$ cat config.mk
export PLATFORM = sky130hd
export DESIGN_NAME = true_peak_detector_core
export DESIGN_NICKNAME = d
export VERILOG_FILES = /design/src/hw/rtl/tpd_pkg.sv /design/src/hw/rtl/tpd_ctrl.sv /design/src/hw/rtl/tpd_datapath.sv /design/src/hw/rtl/true_peak_detector_core.sv
export SDC_FILE = /design/constraint.sdc
export NUM_CORES = 1
export LEC_CHECK = 0
export ABC_AREA = 1
export ABC_CLOCK_PERIOD_IN_PS = 5880
export BUFFER_PORTS_ARGS = -buffer_cell sky130_fd_sc_hd__buf_2
export CORE_ASPECT_RATIO = 2
export CORE_MARGIN = 4
export CORE_UTILIZATION = 32
export DETAILED_ROUTE_END_ITERATION = 6
export SKIP_LAST_GASP = 1
export SLEW_MARGIN = 15
export SYNTH_ARGS = -nofsm -noshare
export SYNTH_HDL_FRONTEND = slang
export SYNTH_SLANG_ARGS = --single-unit
$ cat constraint.sdc
create_clock -name clk -period 5.88 [get_ports clk]
set_input_delay 0.882 -clock clk [delete_from_list [all_inputs] [get_ports clk]]
set_output_delay 0.882 -clock clk [all_outputs]
set_load 0.02 [all_outputs]
$ cat src/hw/rtl/tpd_pkg.sv
// shared widths, controller states and command/status structs
// for the true peak detector; no dependencies
package tpd_pkg;

	localparam int SAMPLE_BITS = 24;
	localparam int PEAK_BITS   = SAMPLE_BITS + 1;
	localparam int DIFF_BITS   = SAMPLE_BITS + 1;
	localparam int E_BITS      = SAMPLE_BITS + 3;
	localparam int DIV_STEPS   = SAMPLE_BITS + 2;
	localparam int N_BITS      = DIV_STEPS;
	localparam int M_BITS      = SAMPLE_BITS + 4;
	localparam int R_BITS      = M_BITS + 2;
	localparam int Q_BITS      = SAMPLE_BITS + 1;
	localparam int V_BITS      = SAMPLE_BITS + 2;
	localparam int STEP_BITS   = $clog2(DIV_STEPS);

	typedef enum logic [2:0] {
		ST_IDLE,
		ST_PREP1,
		ST_PREP2,
		ST_DIV,
		ST_ROUND,
		ST_APPLY,
		ST_FINISH
	} state_t;

	typedef struct packed {
		logic load;
		logic prep1;
		logic prep2;
		logic div_step;
		logic round;
		logic apply;
		logic finish;
		logic emit;
	} tpd_cmd_t;

	typedef struct packed {
		logic go;
		logic div_done;
		logic last;
	} tpd_status_t;

endpackage

$ cat src/hw/rtl/tpd_ctrl.sv
// controller state machine for the true peak detector
// depends on tpd_pkg (states, command and status structs)
module tpd_ctrl (
	input  logic                 clk,
	input  logic                 arst_n,
	input  logic                 item_valid,
	output logic                 item_ready,
	output logic                 peak_valid,
	input  logic                 peak_ready,
	input  tpd_pkg::tpd_status_t status,
	output tpd_pkg::tpd_cmd_t    cmd
);

	tpd_pkg::state_t state_q, state_d;
	logic out_valid_q;
	logic slot_free;

	assign slot_free  = !out_valid_q || peak_ready;
	assign peak_valid = out_valid_q;

	always_ff @(posedge clk or negedge arst_n) begin
		if (!arst_n) begin
			state_q <= tpd_pkg::ST_IDLE;
		end else begin
			state_q <= state_d;
		end
	end

	always_ff @(posedge clk or negedge arst_n) begin
		if (!arst_n) begin
			out_valid_q <= 1'b0;
		end else if (cmd.emit) begin
			out_valid_q <= 1'b1;
		end else if (peak_ready) begin
			out_valid_q <= 1'b0;
		end
	end

	always_comb begin
		state_d    = state_q;
		cmd        = '0;
		item_ready = 1'b0;
		unique case (state_q)
			tpd_pkg::ST_IDLE: begin
				item_ready = 1'b1;
				if (item_valid) begin
					cmd.load = 1'b1;
					state_d  = tpd_pkg::ST_PREP1;
				end
			end
			tpd_pkg::ST_PREP1: begin
				cmd.prep1 = 1'b1;
				state_d   = tpd_pkg::ST_PREP2;
			end
			tpd_pkg::ST_PREP2: begin
				cmd.prep2 = 1'b1;
				state_d   = status.go ? tpd_pkg::ST_DIV : tpd_pkg::ST_FINISH;
			end
			tpd_pkg::ST_DIV: begin
				cmd.div_step = 1'b1;
				if (status.div_done) begin
					state_d = tpd_pkg::ST_ROUND;
				end
			end
			tpd_pkg::ST_ROUND: begin
				cmd.round = 1'b1;
				state_d   = tpd_pkg::ST_APPLY;
			end
			tpd_pkg::ST_APPLY: begin
				cmd.apply = 1'b1;
				state_d   = tpd_pkg::ST_FINISH;
			end
			tpd_pkg::ST_FINISH: begin
				// a last sample waits here until the output slot is free
				if (!status.last || slot_free) begin
					cmd.finish = 1'b1;
					cmd.emit   = status.last;
					state_d    = tpd_pkg::ST_IDLE;
				end
			end
			default: begin
				state_d = tpd_pkg::ST_IDLE;
			end
		endcase
	end

endmodule

$ cat src/hw/rtl/tpd_datapath.sv
// datapath of the true peak detector: sample history, running peak,
// parabolic term via shift-subtract divider; depends on tpd_pkg
module tpd_datapath (
	input  logic                                    clk,
	input  logic                                    arst_n,
	input  tpd_pkg::tpd_cmd_t                       cmd,
	input  logic signed [tpd_pkg::SAMPLE_BITS-1:0]  sample,
	input  logic                                    last,
	output tpd_pkg::tpd_status_t                    status,
	output logic        [tpd_pkg::PEAK_BITS-1:0]    peak
);

	localparam int SB = tpd_pkg::SAMPLE_BITS;
	localparam int PB = tpd_pkg::PEAK_BITS;
	localparam int AW = tpd_pkg::DIFF_BITS;
	localparam int EW = tpd_pkg::E_BITS;
	localparam int NW = tpd_pkg::N_BITS;
	localparam int MW = tpd_pkg::M_BITS;
	localparam int RW = tpd_pkg::R_BITS;
	localparam int QW = tpd_pkg::Q_BITS;
	localparam int VW = tpd_pkg::V_BITS;
	localparam int CW = tpd_pkg::STEP_BITS;

	// request and history
	logic signed [SB-1:0] y_q, prev_q, older_q;
	logic                 last_q;
	logic [1:0]           fill_q;
	logic [PB-1:0]        peak_q, interp_q, peak_out_q;

	// triple analysis
	logic signed [AW-1:0] a_q;
	logic signed [EW-1:0] e_q;
	logic                 is_max_q, is_min_q;

	// divider
	logic [NW-1:0] n_q;
	logic [MW-1:0] m_q;
	logic [MW-1:0] r_q;
	logic [QW-1:0] q_q, c_q;
	logic [CW-1:0] cnt_q;

	logic signed [AW-1:0] y_ext, a_w;
	logic signed [EW-1:0] e_w;
	logic [PB-1:0]        mag_y;
	logic [AW-1:0]        n_w;
	logic [EW-1:0]        em_w;
	logic                 go_w;
	logic [RW-1:0]        r2_w, m1_w, m2_w;
	logic                 ge1_w, ge2_w;
	logic [RW-1:0]        rn_w;
	logic [1:0]           digit_w;
	logic                 round_up_w;
	logic signed [VW-1:0] v_w;
	logic [VW-1:0]        vmag_w;
	logic [PB-1:0]        vsat_w, pk_w;

	// first analysis step: differences, extremum flags, sample magnitude
	assign y_ext = AW'(y_q);
	assign a_w   = AW'(older_q) - AW'(y_q);
	assign e_w   = EW'(older_q) + EW'(y_q) - (EW'(prev_q) <<< 1);
	assign mag_y = y_ext[AW-1] ? PB'(-y_ext) : PB'(y_ext);

	// second step: go needs a full triple, a strict extremum, e != 0 and |d| < 1, i.e. |a| < 2|e|
	assign n_w  = a_q[AW-1] ? AW'(-a_q) : AW'(a_q);
	assign em_w = e_q[EW-1] ? EW'(-e_q) : EW'(e_q);
	assign go_w = (fill_q == 2'd2) && (is_max_q || is_min_q) && (em_w != '0)
		&& ((EW + 1)'(n_w) < {em_w, 1'b0});

	// one bit of n*n/m per cycle, quotient digit 0..2
	assign r2_w    = RW'({r_q, 1'b0}) + (n_q[cnt_q] ? RW'(n_q) : '0);
	assign m1_w    = RW'(m_q);
	assign m2_w    = RW'({m_q, 1'b0});
	assign ge1_w   = r2_w >= m1_w;
	assign ge2_w   = r2_w >= m2_w;
	assign rn_w    = ge2_w ? (r2_w - m2_w) : (ge1_w ? (r2_w - m1_w) : r2_w);
	assign digit_w = ge2_w ? 2'd2 : (ge1_w ? 2'd1 : 2'd0);

	// round to nearest, halves up
	assign round_up_w = (MW + 1)'({r_q, 1'b0}) >= (MW + 1)'(m_q);

	// interpolated value: add at a maximum, subtract at a minimum
	assign v_w    = is_max_q ? (VW'(prev_q) + $signed({1'b0, c_q}))
		: (VW'(prev_q) - $signed({1'b0, c_q}));
	assign vmag_w = v_w[VW-1] ? VW'(-v_w) : VW'(v_w);
	assign vsat_w = (|vmag_w[VW-1:PB]) ? '1 : vmag_w[PB-1:0];

	assign pk_w = (interp_q > peak_q) ? interp_q : peak_q;

	assign status.go       = go_w;
	assign status.div_done = (cnt_q == '0);
	assign status.last     = last_q;
	assign peak            = peak_out_q;

	// history and running peak
	always_ff @(posedge clk or negedge arst_n) begin
		if (!arst_n) begin
			prev_q  <= '0;
			older_q <= '0;
			fill_q  <= 2'd0;
			peak_q  <= '0;
		end else if (cmd.prep1) begin
			if (mag_y > peak_q) begin
				peak_q <= mag_y;
			end
		end else if (cmd.finish) begin
			if (last_q) begin
				prev_q  <= '0;
				older_q <= '0;
				fill_q  <= 2'd0;
				peak_q  <= '0;
			end else begin
				peak_q  <= pk_w;
				older_q <= prev_q;
				prev_q  <= y_q;
				if (fill_q != 2'd2) begin
					fill_q <= fill_q + 2'd1;
				end
			end
		end
	end

	// payload registers
	always_ff @(posedge clk) begin
		if (cmd.load) begin
			y_q    <= sample;
			last_q <= last;
		end
		if (cmd.prep1) begin
			a_q      <= a_w;
			e_q      <= e_w;
			is_max_q <= (prev_q > older_q) && (prev_q > y_q);
			is_min_q <= (prev_q < older_q) && (prev_q < y_q);
			interp_q <= '0;
		end
		if (cmd.prep2) begin
			n_q   <= NW'(n_w);
			m_q   <= {em_w[MW-4:0], 3'b000};
			r_q   <= '0;
			q_q   <= '0;
			cnt_q <= CW'(tpd_pkg::DIV_STEPS - 1);
		end
		if (cmd.div_step) begin
			r_q   <= rn_w[MW-1:0];
			q_q   <= {q_q[QW-2:0], 1'b0} + QW'(digit_w);
			cnt_q <= cnt_q - CW'(1);
		end
		if (cmd.round) begin
			c_q <= q_q + QW'(round_up_w);
		end
		if (cmd.apply) begin
			interp_q <= vsat_w;
		end
		if (cmd.emit) begin
			peak_out_q <= pk_w;
		end
	end

endmodule

$ cat src/hw/rtl/true_peak_detector_core.sv
// true peak detector: one sample per request, result on the last sample
// a sample that completes a full triple with a strict extremum in the middle
// (and passes go) runs the 26-step shift-subtract divider of the parabolic term
// peak_valid is registered and rises once a last sample retires from ST_FINISH
// a result waiting on peak_ready does not hold off the next sample request
// arst_n low clears history, running peak and the output valid at once
module true_peak_detector_core (
	input  logic                                   clk,
	input  logic                                   arst_n,
	input  logic                                   item_valid,
	output logic                                   item_ready,
	input  logic signed [tpd_pkg::SAMPLE_BITS-1:0] sample,
	input  logic                                   last,
	output logic                                   peak_valid,
	input  logic                                   peak_ready,
	output logic        [tpd_pkg::PEAK_BITS-1:0]   peak
);

	// command and status between the sequencer and the datapath
	tpd_pkg::tpd_cmd_t    cmd;
	tpd_pkg::tpd_status_t status;

	// sequencer: accept, analyze the triple, run the divider, retire
	tpd_ctrl u_ctrl (
		.clk        (clk),
		.arst_n     (arst_n),
		.item_valid (item_valid),
		.item_ready (item_ready),
		.peak_valid (peak_valid),
		.peak_ready (peak_ready),
		.status     (status),
		.cmd        (cmd)
	);

	// datapath: history, running maximum, interpolation and output register
	tpd_datapath u_dp (
		.clk    (clk),
		.arst_n (arst_n),
		.cmd    (cmd),
		.sample (sample),
		.last   (last),
		.status (status),
		.peak   (peak)
	);

endmodule

# --- Word level (Yosys, flattened, before mapping) ---
# Cells that the tools add are included.
word_totals:
  out_inout_bits: 27
  in_bits: 29
  wordCells: 129
  ff_bits: 341
op_classes:
  order_cmp: 11
  bitwise_logic: 1
  eq_ne: 12
  n_addsub: 16
  reduce_logical: 22
  muxes: 47
ops:
  columns: ["operator", "n"]
  rows:
  - ["2-to-1 mux 25 bit", 13]
  - ["2-to-1 mux 28 bit", 4]
  - ["subtractor 28 bit", 2]
  - ["2-to-1 mux 26 bit", 2]
  - ["> comparator 25 bit", 2]
  - ["> comparator 24 bit", 2]
  - ["< comparator 24 bit", 2]
  - ["2-to-1 mux 24 bit", 2]
  - ["adder 29 x 25 -> 30 bit", 1]
  - [">= comparator 30 x 28 -> 1 bit", 1]
  - [">= comparator 30 x 29 -> 1 bit", 1]
  - [">= comparator 29 x 28 -> 1 bit", 1]
  - ["< comparator 25 x 28 -> 1 bit", 1]
  - ["2-to-1 mux 27 bit", 1]
  - ["negator 27 bit", 1]
  - ["nonzero test 27 bit", 1]
  - ["adder 24 x 26 -> 26 bit", 1]
  - ["negator 26 bit", 1]
  - ["subtractor 24 x 26 -> 26 bit", 1]
  - ["subtractor 25 x 25 -> 26 bit", 1]
  - ["adder 24 x 24 -> 25 bit", 1]
  - ["adder 25 x 1 -> 25 bit", 1]
  - ["adder 25 x 2 -> 25 bit", 1]
  - ["negator 24 -> 25 bit", 1]
  - ["26 further kinds", 64]

# --- Longest topological paths before layout ---
# Gate-level depths: netlist of run 1.
logic_depth:
  depth_word: 9
  depth_mapped: 48
  ltp_nobuf: 46

# --- Hierarchy ---
# From an unflattened synthesis of run 1, not the netlist that was laid out.
unflattened:
  hier_cells: 3830
  hier_area_um2: 29435.7
modules_own_cells:
  columns: ["module", "instances", "area_per_inst_um2", "seq_area_each_um2", "cells_each"]
  rows:
  - ["tpd_datapath", 1, 29136.7, 9654.3, 3784]
  - ["tpd_ctrl", 1, 299.0, 100.1, 46]

# --- Worst setup path before layout of run 1 ---
# OpenSTA, ideal clock, no wires.
synth_timing:
  path_type: "register -> register"
  from: "reg u_dp.cnt_q[0]"
  to: "reg u_dp.q_q[19] (data pin)"
  required_time_ps: 5626
  setup_ps: 254
  arrival_ps: 5797
  synth_period_minus_slack_ps: 6051
  setup_slack_ps: -171
  path_stages_with_launch: 43
  n_path_buf: 3
  cell_sequence: "edfxtp_1 > buf_4 > o211ai_1 > nand2_1 > nand2_1 > nand2_1 > nand2_1 > nand3_1 > nand2_1 > clkbuf_1 > nor2_1 > ha_1 > fa_1 > nand2_1 > nand2_1 > o21ai_2 > o21ai_0 > nand3_1 > [... 7 more ...] > nand2_1 > nand2_1 > nand3_1 > buf_2 > ha_1 > ha_1 > nand2_1 > nor2_1 > inv_1 > nor2_1 > inv_1 > nor2_1 > inv_1 > nor2_1 > inv_1 > nor2_1 > a21oi_1 > o21a_1"
synth_between:
  elab_chain_cells: 9
  elab_cells_between_ends: 10
  classes_between: "add/sub: 2; order compare: 2; mux: 6"
synth_rtl:
  columns: ["item", "line_no", "rtl"]
  rows:
  - ["start: declaration", "tpd_datapath.sv:40", "logic [CW-1:0] cnt_q;"]
  - ["start signal: assignment", "tpd_datapath.sv:140", "cnt_q <= CW'(tpd_pkg::DIV_STEPS - 1);"]
  - ["start signal: assignment", "tpd_datapath.sv:145", "cnt_q <= cnt_q - CW'(1);"]
  - ["binary-select mux 1 bit (select 5 bit) *", "tpd_datapath.sv:70", "assign r2_w = RW'({r_q, 1'b0}) + (n_q[cnt_q] ? RW'(n_q) : '0);"]
  - ["2-to-1 mux 1 bit (implied by the code) *", "tpd_datapath.sv:70", null]
  - ["2-to-1 mux 25 bit *", "tpd_datapath.sv:70", null]
  - ["adder 29 x 25 -> 30 bit *", "tpd_datapath.sv:70", null]
  - [">= comparator 30 x 28 -> 1 bit", "tpd_datapath.sv:73", "assign ge1_w = r2_w >= m1_w;"]
  - ["2-to-1 mux 1 bit", "tpd_datapath.sv:76", "assign digit_w = ge2_w ? 2'd2 : (ge1_w ? 2'd1 : 2'd0);"]
  - ["2-to-1 mux 2 bit *", "tpd_datapath.sv:76", null]
  - ["adder 25 x 2 -> 25 bit *", "tpd_datapath.sv:144", "q_q <= {q_q[QW-2:0], 1'b0} + QW'(digit_w);"]
  - ["2-to-1 mux 25 bit *", "tpd_datapath.sv:142", "if (cmd.div_step) begin"]
  - ["end signal: assignment", "tpd_datapath.sv:144", null]
  - ["end: declaration", "tpd_datapath.sv:39", "logic [QW-1:0] q_q, c_q;"]
# Every way passes the cells marked *; elsewhere a longest branch is shown, timed or not. The select of a mux whose other input is x is not followed.
# A chain may end at the register's enable or synchronous reset.

# --- Worst setup path in the final report of run 1 ---
layout_timing:
  from: "reg u_dp.cnt_q[1]"
  to: "reg u_dp.q_q[15] (data pin)"
# Same word-level chain as after synthesis.

==> results by stage, run 1 <==
Status:
- The run finished, with violations left.
- The checks that failed: negative setup slack.

Timing:
- The final hold violation count is 0.
- The final critical-path setup slack is -0.03886 ns.
- The setup-violating endpoint count in the final report is 2.
- The count of pins over their slew limit is 0.
- The clock period minus worst slack is 5.919 ns.
- The final cycle utilization of the critical path is 100.7%.
- Setup repair after global routing could not meet its margin everywhere.
- The actual transition at the worst max-transition pin is ~1.1 ns.
- The final worst clock skew is about 0.038 ns.
- The remaining max-slew budget at the tightest pin is approximately 24%.
- The maximum clock frequency is roughly 170 MHz.

Critical path:
- On the worst path, the slowest cell contributes a delay of ~0.53 ns.
- The worst-case register-to-register setup slack is -0.04 ns.
- The standard cell with the maximum stage delay on the critical path is edfxtp_1.
- The maximum fanout encountered on the critical timing path is 6.
- At the worst endpoint, the arrival time is between 6 and 7 ns.
- The worst setup path is captured at a flip-flop.
- By startpoint and endpoint, the worst setup path is classified as reg2reg.
- The data required time at the worst endpoint is about 6.2 ns.
- The cell repeated most along the worst path is buf_4.
- The worst setup path is launched from a flip-flop.

Final layout:
- Compared with the post-synthesis result, the final layout area differs by 23.25%.
- The diode insertion count for antenna repair is 0.
- Excluding fillers, the count of instances in the completed layout stands at around 5500.
- Of the cells placed in the final design, the portion with a size suffix greater than 1 is between 10% and 20%.
- The sequential cells in the finished layout cover a total of just under 10000 µm².
- The area of combinational cells with multiple inputs is roughly 19000 µm².
- Counting the fill cells in the layout gives 9503.
- In the final design database the tool counted ~4600 nets.

Drt:
- After detailed routing, the average wire length per cell comes to ~20 µm.
- The detail route stage leaves a number of antenna-violating nets equal to 0.
- Summing over every cut layer, the via total after detailed routing is 28054.
- The first detailed-routing pass ran for 5 iterations.
- After detailed routing, the total wire length is ~110000 µm.
- The DRC violations left is 0.
- The routed via count divided by cell count is between 5 and 6.
- The first routing iteration left roughly 1300 violations.

Clocking:
- The TritonCTS clock tree is yes.
- Clock latency on the worst-skew pair, taken at its later pin, is between 0.5 and 0.6 ns.
- The number of clock buffers inserted by TritonCTS is 34.
- For this design, the sink count on the clock tree is 338.
- Clock tree synthesis selected as its root buffer the cell clkbuf_16.
- The number of hold buffers added after CTS was 0.
- The number of H-tree levels is 2.
- After clock tree synthesis, the clock-pin slew on the worst setup and hold paths is ~0.090 ns.
- The number of buffers between clock root and the deepest sink is 3.

GRT:
- The number of antenna violations at the first check in global routing is 1.
- The via count of the first global-routing pass is around 29000.
- The largest net degree at the start of global routing is 59.
- The remaining global-route overflow is 0.
- The wire length of the first global-routing pass is between 150000 and 200000 µm.
- The total track usage is 20.85%.

Floorplanning:
- The number of primary I/O pins is between 50 and 60.
- The core region is 91930 µm².
- In this run the core area contains between 150 and 200 standard-cell rows.
- The total die area is about 98000 µm².
- In this run the horizontal extent of the chip is around 220 µm.
- The die height is around 440 µm.
- The effective utilization at floorplan is about a third.

Synth:
- The dominant combinational cell family by area after synthesis is simple AND/OR/NAND/NOR gates.
- The number of flops mapped to enable cells by yosys is 259.
- The synthesized netlist devotes between 20% and 30% of its cell area to simple gates.
- The synthesized netlist cell count is a little under 4000.
- The async set or reset register ratio after synthesis is 23.37%.
- During synthesis, Yosys emitted a total of 0 warnings.
- The synthesized netlist devotes under 10% of its cell area to XOR and XNOR gates.
- The synthesis-stage register bit count is ~340.
- The area share of fa/ha/maj cells after synthesis is 14.80%.
- After synthesis, the netlist uses 65 different library cells.
- Summing the areas of all compound-gate instances in the mapped netlist gives ~13% of the synthesized area.
- The post-synth net total is 4251.
- The share of synthesized area spent on multiplexers is 0%.
- Sequential elements use 32.84% of the synthesized area.
- After synthesis, the cell types taking the most area are edfxtp_1, ha_1, nand2_1, inv_1, dfrtp_1.
- The share of Yosys cell area claimed by the top area cell type is a little over a quarter.
- Among all flip-flop cells after synthesis, the most frequent one is edfxtp_1.
- In this run the cell area of the synthesized design comes to 29700 µm².
- The synthesized area divided by synthesized cell count is 7.639 µm².
- The biggest area contributor in the post-synthesis netlist is edfxtp_1.

Min path:
- The class of the worst hold path is in2async.

Power:
- The maximum vdd drop is ~0.28 mV.
- The total design power is approximately 25 mW.
- The cell leakage power is 17.35 nW.
- Power spread over the standard cell area amounts to between 600 and 700 nW/µm².

Place:
- The post-placement cell count is ~5400.
- At the end of routability-driven placement, the weighted congestion stood at between 1 and 1.5.
- The number of buffers inserted by port buffering is 55.
- Before CTS, the worst setup slack after placement is -0.7075 ns.
- Once detailed placement completed, the half-perimeter wirelength came to approximately 90000 µm.

Job:
- The max capacitance violation total is 0.
==> metrics by stage <==
stage	hold slack, ns	setup TNS [ns]	utilization (%)	area (µm²)
6_report	0.2279	-0.04524	39.82	36610
3_3_place_gp	0.4741	-10.57	36.77	33800
3_5_place_dp	0.4881	-12.15	36.77	33800
2_1_floorplan	0.4570	0	-	29710
5_1_grt	0.2447	-4.362	39.82	36610
4_1_cts	0.2270	-0.07666	38.51	35400
==> what timing repair did <==
| action | CTS | global route |
|---|---|---|
| setup endpoints to repair | 44 | 44 |
| resized for setup | 85 | 203 |
| pin swaps | 27 | 67 |
| cloned | 0 | 4 |
| setup buffers | 8 | 22 |
==> power breakdown <==
group | internal (mW) | switching [mW]
Sequential | 4.04 | 0.816
Combinational | 6.55 | 11.1
Clock | 1.50 | 1.00
Total | 12.1 | 12.9
==> state kept, by name (all words and copies together), names as in the netlist, 2 cells and up <==
register / count
u_dp.a_q: 24
u_dp.peak: 25
u_dp.prev_q: 24
u_dp.r_q: 28
u_dp.m_q: 24
u_dp.fill_q: 2
u_dp.cnt_q: 5
u_dp.older_q: 24
u_dp.interp_q: 25
u_ctrl.state_q: 3
u_dp.peak_q: 25
u_dp.c_q: 25
u_dp.n_q: 25
u_dp.y_q: 24
u_dp.e_q: 26
u_dp.q_q: 25
==> layout by cell type (no fill, tap or decap), drive strengths merged, types with 29 or more instances in the layout <==
cell type	instances
fa	29
nand2	845
clkbuf	41
xor2	154
nand3	247
edfxtp	259
nor3	68
nand4	93
nor2	355
ha	305
dfrtp	79
xnor2	67
o22ai	49
a21oi	303
inv	629
o21ai	162
buf	419
==> logic make-up (layout without fill, tap and decap cells) <==
family                   count (synthesis)  after routing
flip-flops                             338            338
other                                    1              1
XOR/XNOR                               221            221
adder cells (fa/ha/maj)                334            334
AND/OR/NAND/NOR                       1649           1649
buffers and inverters                  691           1109
AO/OA/AOI/OAI                          654            654
==> Yosys cell counts, types with 3 or more instances <==
master and number:
a211oi_1 6, a21boi_0 8, a21o_1 19, a21oi_1 296, a21oi_2 5, a221oi_1 4, a22oi_1 20, a31oi_1 26
and3_1 3, buf_1 3, buf_2 15, buf_6 3, clkbuf_1 40, dfrtp_1 79, edfxtp_1 259, fa_1 29
ha_1 305, inv_1 615, inv_2 11, nand2_1 821, nand2_2 23, nand3_1 231, nand3_2 15, nand3b_1 3
nand4_1 91, nor2_1 335, nor2_2 9, nor2_4 11, nor3_1 66, nor4_1 15, o211ai_1 10, o21a_1 11
o21ai_0 159, o21bai_1 15, o221ai_1 4, o22ai_1 49, o31ai_1 7, or2_2 10, xnor2_1 67, xor2_1 154
==> layer usage <==
metal,global-route usage [%],share of wire [%],vias to the layer above,routed length (µm)
met1,17.71,31,13174,33670
li1,-,-,13813,-
met2,41.72,54,696,58530
met5,0,0,-,0
met4,19.02,12,0,12850
met3,1.544,2.5,371,2664
==> critical path, delay by kind of cell, from the launching register on <==
family / cells / cell delay [ns]
flops: 1 / 0.53
xor+xnor: 1 / 0.17
fa+ha+maj: 4 / 0.81
simple gates: 21 / 1.77
compound gates: 5 / 0.67
buf+inv: 12 / 1.63
==> final cells by class <==
class	instances	area share (%)
multi-input cells	2859	50.63
flip-flops and latches	338	26.65
repair buffers	422	8.791
inverters	628	6.446
well taps	1192	4.074
clock buffers	38	2.451
clock inverters	21	0.9673
==> worst paths after layout <==
kind | cells after the start | start | endpoint
hold reg to reg | 1 | u_dp.fill_q[0] | u_dp.fill_q[0]
max in group asynchronous | 2 | arst_n | u_dp.fill_q[1]
setup reg to reg | 43 | u_dp.cnt_q[1] | u_dp.q_q[15]
min in group clk | 1 | u_dp.fill_q[0] | u_dp.fill_q[0]
hold / removal | 1 | arst_n | u_dp.peak_q[3]
setup / recovery | 43 | u_dp.cnt_q[1] | u_dp.q_q[15]
No activity file was read; power rests on OpenSTA's default activity.
==> inputs of run 2 (changes only) <==
--- a/config.mk
+++ b/config.mk
@@ -6,11 +6,12 @@
 export NUM_CORES = 1
 export LEC_CHECK = 0
 export ABC_AREA = 1
-export ABC_CLOCK_PERIOD_IN_PS = 5880
+export ABC_CLOCK_PERIOD_IN_PS = 7100
 export BUFFER_PORTS_ARGS = -buffer_cell sky130_fd_sc_hd__buf_2
 export CORE_ASPECT_RATIO = 2
 export CORE_MARGIN = 4
 export CORE_UTILIZATION = 32
+export CTS_CLUSTER_SIZE = 12
 export DETAILED_ROUTE_END_ITERATION = 6
 export SKIP_LAST_GASP = 1
 export SLEW_MARGIN = 15
==> constraint.sdc (replaced) <==
create_clock -name clk -period 7.1 [get_ports clk]
set_input_delay 1.065 -clock clk [delete_from_list [all_inputs] [get_ports clk]]
set_output_delay 1.065 -clock clk [all_outputs]
set_load 0.02 [all_outputs]
==> run 2 against run 1 <==
  * The run now ends clean
  * Via count is 4.2% lower
  * First-iteration DRC count up 2.3%
  * Global-route usage grew 0.18 points
  * Setup slack improved by 0.62 ns
  * Routed wire length shrank 1.7%
  * Flip-flop and latch count did not move
  * Sequential share of layout area grew 2.9 points
  * Hold slack better by 0.14 ns
  * Count of clock-buffer cells in the layout rose by 16
  * Largest cell class unchanged
  * Fmax decreased by 9.2%
  * Critical path depth decreased by 2
  * Register-to-register slack improved by 0.62 ns
==> results by stage, run 2 (synthesized netlist as in run 1, its figures left out) <==
Timing:
- The maximum clock frequency is about 150 MHz.
- The count of pins over their slew limit is 0.
- The actual transition at the worst max-transition pin is around 1.1 ns.
- The final hold violation count is 0.
- The final cycle utilization of the critical path is 91.83%.
- The clock period minus worst slack is between 6 and 7 ns.
- The setup-violating endpoint count in the final report is 0.
- The worst pin sits at a relative slew slack of about a quarter.
- Clock skew on the completed layout was measured at 0.02672 ns.

Clocking:
- Clock-pin slew was measured on the worst setup and hold paths at ~0.07 ns.
- The number of H-tree levels is 2.
- The CTS root buffer is clkbuf_16.
- TritonCTS built the clock tree.
- The clock latency at the later pin of the worst-skew pair is ~0.6 ns.
- The clock passes through at most 3 buffers.
- Hold repair after CTS inserted 0 buffers.
- The number of clock sinks seen by CTS is roughly 340.
- In this run, CTS created clock tree buffers numbering 37.

Floorplanning:
- The die is 223.4 µm wide.
- The effective utilization at floorplan is 32.31%.
- The floorplan step defined a core boundary enclosing approximately 90000 µm².
- After floorplanning, the core was divided into about 160 placement rows.
- The total die area is between 90000 and 100000 µm².
- The number of primary I/O pins is 56.
- Measured along the y axis, the die boundary spans ~440 µm.

Drt:
- The number of DRC markers in iteration 0 is 1339.
- The average wire per standard cell is roughly 20 µm.
- The count of vias placed by the detailed router is ~27000.
- The detailed-route wire length is 105900 µm.
- The count of nets left with antenna violations once routing finished came out at 0.
- The routed via count divided by cell count is roughly 5.2.
- After detailed routing, the number of remaining DRC violations is 0.
- The detailed-routing iteration count for the pre-antenna-repair pass is 5.

Place:
- Routability-driven placement finished with a final weighted congestion of roughly 1.
- The number of buffers inserted by port buffering is 55.
- The placed instances occupy a cell area of around 32000 µm².
- The detailed placement HPWL is 87460 µm.
- The number of placed instances, taps included, is a little over 5000.

Final layout:
- Leaving out filler cells and counting taps, the final layout contains approximately 5200.
- Cells with a size suffix above 1 make up roughly 7.4% of the layout.
- Leaving out fill and tap cells, the most frequent cell in the layout is nand2_1.
- The largest registers in the layout are u_dp.r_q: 28 flops, u_dp.e_q: 26 flops.
- Compared with the post-synthesis result, the final layout area differs by 11.28%.
- The total non-filler cell area in the finished layout is 33050 µm².
- Leaving out fill and tap cells, the most frequent cells in the layout are nand2_1, inv_1, nor2_1.
- The area of combinational cells with multiple inputs is roughly 17000 µm².
- The net total in the final layout is 4347.
- The top register by number of flip-flops is u_dp.r_q.
- The total of fill cells in the finished design is ~9700.
- The register with the most flip-flops in the layout has 28 of them.
- The combined flip-flop and latch cell area is 9754 µm².

GRT:
- The via count of the first global-routing pass is 27702.
- Entering global routing, the biggest net connects 60 pins.
- The wire length of the first global-routing pass is 157700 µm.
- Global routing finished with a remaining overflow of 0.
- The number of antenna violations at the first check in global routing is 1.
- In the global route stage, overall resource usage came out at about a fifth.

Critical path:
- The worst register-to-register path has a depth of 41.
- For this run, the slowest stage of the critical path takes about 0.48 ns.
- Counting buffers and inverters, the worst setup path is ~40 cells deep.
- In this run the critical register-to-register path is launched from u_dp.cnt_q[0].
- The nature of the critical path endpoint is a flip-flop.
- Data on the critical path is required at its endpoint by between 7 and 8 ns.
- The cell class contributing the biggest share of worst-path delay is simple AND/OR/NAND/NOR gates.
- The critical path in this run is classified as reg2reg.
- The standard cell with the maximum stage delay on the critical path is xor2_1.
- The startpoint kind of the worst setup timing path is a flip-flop.
- Of all nets on the critical path, the largest fanout is 11.
- The worst register-to-register path has a setup slack of just under 0.6 ns.
- The number of buffers and inverters on the critical path is 8.
- The worst register-to-register path ends at u_dp.q_q[19].
- The worst path arrival time is 6.86 ns.
- Counting stages on the worst path, the most repeated cell is nand2_1.

Job:
- Max-cap violations in this run came to 0.

Min path:
- The path class of the tightest hold or removal check is in2async.

Status:
- The flow ran to the end, and the final reports show no timing, DRC or antenna violations.
run 2: worst max path at each step:
stage / from / endpoint / slack [ns]
after floorplan: u_dp.cnt_q[0] / u_dp.q_q[19] / 1.05
after global placement: u_dp.cnt_q[0] / u_dp.q_q[19] / 0.14
after detailed placement: u_dp.cnt_q[0] / u_dp.q_q[19] / 0.11
after CTS: u_dp.cnt_q[0] / u_dp.q_q[19] / 0.04
after global routing: u_dp.cnt_q[0] / u_dp.q_q[19] / -0.03
final: u_dp.cnt_q[0] / u_dp.q_q[19] / 0.58
run 2: layout make-up:
| cell class | instances | share of cell area, % |
|---|---|---|
| Clock inverter | 9 | 0.3824 |
| Inverter | 628 | 7.132 |
| Clock buffer | 54 | 3.241 |
| Timing Repair Buffer | 120 | 2.393 |
| Antenna cell | 2 | 0.01514 |
| Multi-Input combinational cell | 2859 | 52.81 |
| Tap cell | 1192 | 4.513 |
| Sequential cell | 338 | 29.51 |
run 2: layer usage:
layer  up-vias  global-route usage (%)  wire length [µm]
met2       726                   40.99             57020
met5         -                       0                 0
li1      13215                       -                 -
met4         0                   19.82             12420
met3       379                   1.711              2878
met1     12553                   18.43             33580
run 2: repair_timing:
action	CTS	global route
setup buffers	0	5
gates resized for setup	0	23
endpoints found under the setup margin	0	33
run 2: stage by stage:
step                TNS [ns]  worst slack [ns]  hold WS (ns)  util, %
finish                     0            0.5798        0.3711    35.95
global route        -0.03262          -0.03262        0.3787    35.95
CTS                        0           0.04234        0.3443    35.80
detailed placement         0            0.1124        0.4860    34.50
global placement           0            0.1395        0.4729    34.50
floorplan                  0             1.049        0.4570        -
Power of run 2 is left out: the tool's default activity adds up to more than one toggle a clock period on the data nets, which glitch-free logic cannot reach.
==> inputs of run 3 (changes only) <==
--- a/config.mk
+++ b/config.mk
@@ -10,7 +10,7 @@
 export BUFFER_PORTS_ARGS = -buffer_cell sky130_fd_sc_hd__buf_2
 export CORE_ASPECT_RATIO = 2
 export CORE_MARGIN = 4
-export CORE_UTILIZATION = 32
+export CORE_UTILIZATION = 30
 export CTS_CLUSTER_SIZE = 12
 export DETAILED_ROUTE_END_ITERATION = 6
 export SKIP_LAST_GASP = 1
==> run 3 against run 2 <==
  * Die area rose by 6.5%
  * Critical path depth rose by 1
  * Cell count rose by 3.6%
  * Setup slack got worse by 0.044 ns
  * Non-clock buffer count rose by 56
  * Fmax fell by 0.67%
  * Sequential share of layout area fell by 0.47 points
  * Highest routed layer unchanged
  * Hold slack got worse by 0.041 ns
  * Register-to-register slack got worse by 0.04 ns
==> results by stage, run 3 (synthesized netlist as in run 1, its figures left out) <==
Timing:
- The smallest clock period supported by the final layout is computed as ~6.6 ns.
- The maximum clock frequency is roughly 150 MHz.
- The setup TNS after final layout is 0 ns.
- Setup violations remaining at the end of the flow were counted as 0.
- The worst pin sits at a relative slew slack of 13.90%.
- The final critical path takes up 92.45% of the cycle.
- The count of pins over their slew limit is 0.
- At the pin with the least slew margin, the transition time is 1.282 ns.
- The clock arrives with slightly above 0.03 ns of skew.
- The final hold violation count is 0.

Final layout:
- The largest registers in the layout are u_dp.r_q: 28 flops, u_dp.e_q: 26 flops.
- In the layout the commonest cells are nand2_1, inv_1, nor2_1.
- The area added between synthesis and finish is 13.08%.
- The net total in the final layout is around 4400.
- The diode insertion count for antenna repair is 0.
- The number of flip-flops in the largest register is 28.
- The register with the most flip-flops in the final layout is u_dp.r_q.
- The most common library cell in the layout ignoring fill and taps is nand2_1.
- The finished layout holds 5387 standard cells, fillers aside.
- The share of final-layout standard cells stronger than drive strength 1 is between 8 and 9%.

Place:
- Counting tap cells, the placed design contains a total of 5320 instances.
- The number of buffers inserted by port buffering is 55.
- The final weighted congestion in routability-driven placement is about 1.
- After legalization and detailed placement, the total HPWL measured around 88000 µm.

Floorplanning:
- The total die area is 104400 µm².
- The initialized floorplan defines approximately 160 standard-cell rows.
- 56 I/O pins were placed.
- The die is roughly 450 µm tall.
- The die is between 200 and 250 µm wide.
- The area of the placeable core is about 99000 µm².
- Once the floorplan was initialized, standard cells occupied between 30% and 40% of the core.

GRT:
- The via count of the first global-routing pass was around 28000.
- The number of antenna violations at the first check in global routing is 0.
- The largest net degree at the start of global routing is 67.
- Global routing consumed, over all layers together, 19.80% of the routing resources.
- Global routing finished with a remaining overflow of 0.
- The wire length of the first global-routing pass is approximately 160000 µm.

Drt:
- The routed design has 106000 µm of wire.
- Summing over every cut layer, the via total after detailed routing is 26887.
- The number of DRC markers in iteration 0 is between 1000 and 1500.
- The routed via count divided by cell count is ~5.
- The detailed-routing iteration count for the pre-antenna-repair pass is 7.
- Dividing the detail-routed wire length by the instance count gives 19.68 µm.
- The DRC violations left is 0.
- Once detail routing completed, the nets flagged for antenna violations numbered 0.

Status:
- The run finished with clean final reports.

Clocking:
- The TritonCTS clock tree is yes.
- The number of H-tree levels is 2.
- Counting every sink on the clock net gives about 340.
- Counting along the longest clock path gives a buffer depth of 3.
- The tree is rooted in a clkbuf_16.
- The post-CTS clock slew at the launch and capture registers of the worst setup and hold paths is 0.06 ns.
- The clock latency at the later pin of the worst-skew pair is 0.59 ns.
- The number of clock buffers inserted by TritonCTS is 37.

Critical path:
- Data on the critical path is required at its endpoint by around 7.4 ns.
- STA classifies the critical path startpoint as a flip-flop.
- Counting cells, the worst reg-to-reg path comes to 42.
- The critical path is of the reg2reg type.
- The largest single stage delay on the critical path is approximately 0.41 ns.
- The worst path arrival time is roughly 6.9 ns.
- The standard cell with the maximum stage delay on the critical path is edfxtp_1.
- The cell repeated most along the worst path is nand2_1.
- The nature of the critical path endpoint is a flip-flop.
- Of all nets on the critical path, the largest fanout is 22.

Job:
- The tool flagged a number of max-cap violations equal to 0.

Min path:
- The path class of the tightest hold or removal check is in2async.
[run 3: cell count changes in the layout (fill, tap and decap cells not counted), sizes merged]
cell      delta
buf         +57
clkbuf       -4
clkinv       +6
clkinvlp     -1
diode        -2
inv          +1
[run 3: final cells by class]
| class | count | area, µm² |
|---|---|---|
| Multi-Input combinational cell | 2859 | 17470 |
| Clock inverter | 15 | 150.1 |
| Sequential cell | 338 | 9754 |
| Tap cell | 1320 | 1652 |
| Timing Repair Buffer | 176 | 1224 |
| Inverter | 628 | 2357 |
| Fill cell | 10414 | 64920 |
| Clock buffer | 51 | 978.4 |
[run 3: critical path, delay by kind of cell (launching register included)]
family | cells | cell delay (ns)
AO/OA/AOI/OAI | 6 | 0.96
XOR/XNOR | 1 | 0.19
flip-flops | 1 | 0.41
AND/OR/NAND/NOR | 23 | 2.82
adder cells (fa/ha/maj) | 4 | 1.05
buffers and inverters | 8 | 0.85
[run 3: worst paths after layout]
kind                                  from                end  slack, ns
min in group clk           u_dp.peak_q[22]    u_dp.peak_q[22]       0.51
max                          u_dp.cnt_q[0]       u_dp.q_q[19]       0.54
min                                 arst_n    u_dp.older_q[2]       0.33
max in group asynchronous           arst_n  u_ctrl.state_q[1]       5.53
min reg2reg                u_dp.peak_q[22]    u_dp.peak_q[22]       0.51
max reg2reg                  u_dp.cnt_q[0]       u_dp.q_q[19]       0.54
[run 3: metrics by stage]
stage,utilization (%),hold slack [ns],instance area [µm²],worst slack [ns]
2_1_floorplan,-,0.4570,29700,1.049
3_3_place_gp,32.83,0.4741,32340,0.1064
3_5_place_dp,32.83,0.4899,32340,0.1918
4_1_cts,33.98,0.3044,33470,0.1138
5_1_grt,34.09,0.3264,33580,-0.1250
6_report,34.09,0.3301,33580,0.5361
[run 3: per-layer routing]
metal  wire length [µm]  part of all wire (%)  global-route usage [%]  vias up
met5                  0                     0                       0        -
met4              12110                    11                   18.34        0
met3               2638                   2.5                   1.791      369
met2              58770                    55                   39.93      657
met1              32480                    31                   16.31    12537
li1                   -                     -                       -    13324
[run 3: timing repair]
action                                  in CTS  in global routing
hold endpoints to repair                     0                  0
hold buffers                                 0                  0
buffers inserted                             0                  1
endpoints found under the setup margin       0                 15
gates resized for setup                      0                 25
Power of run 3 is left out for the same reason.
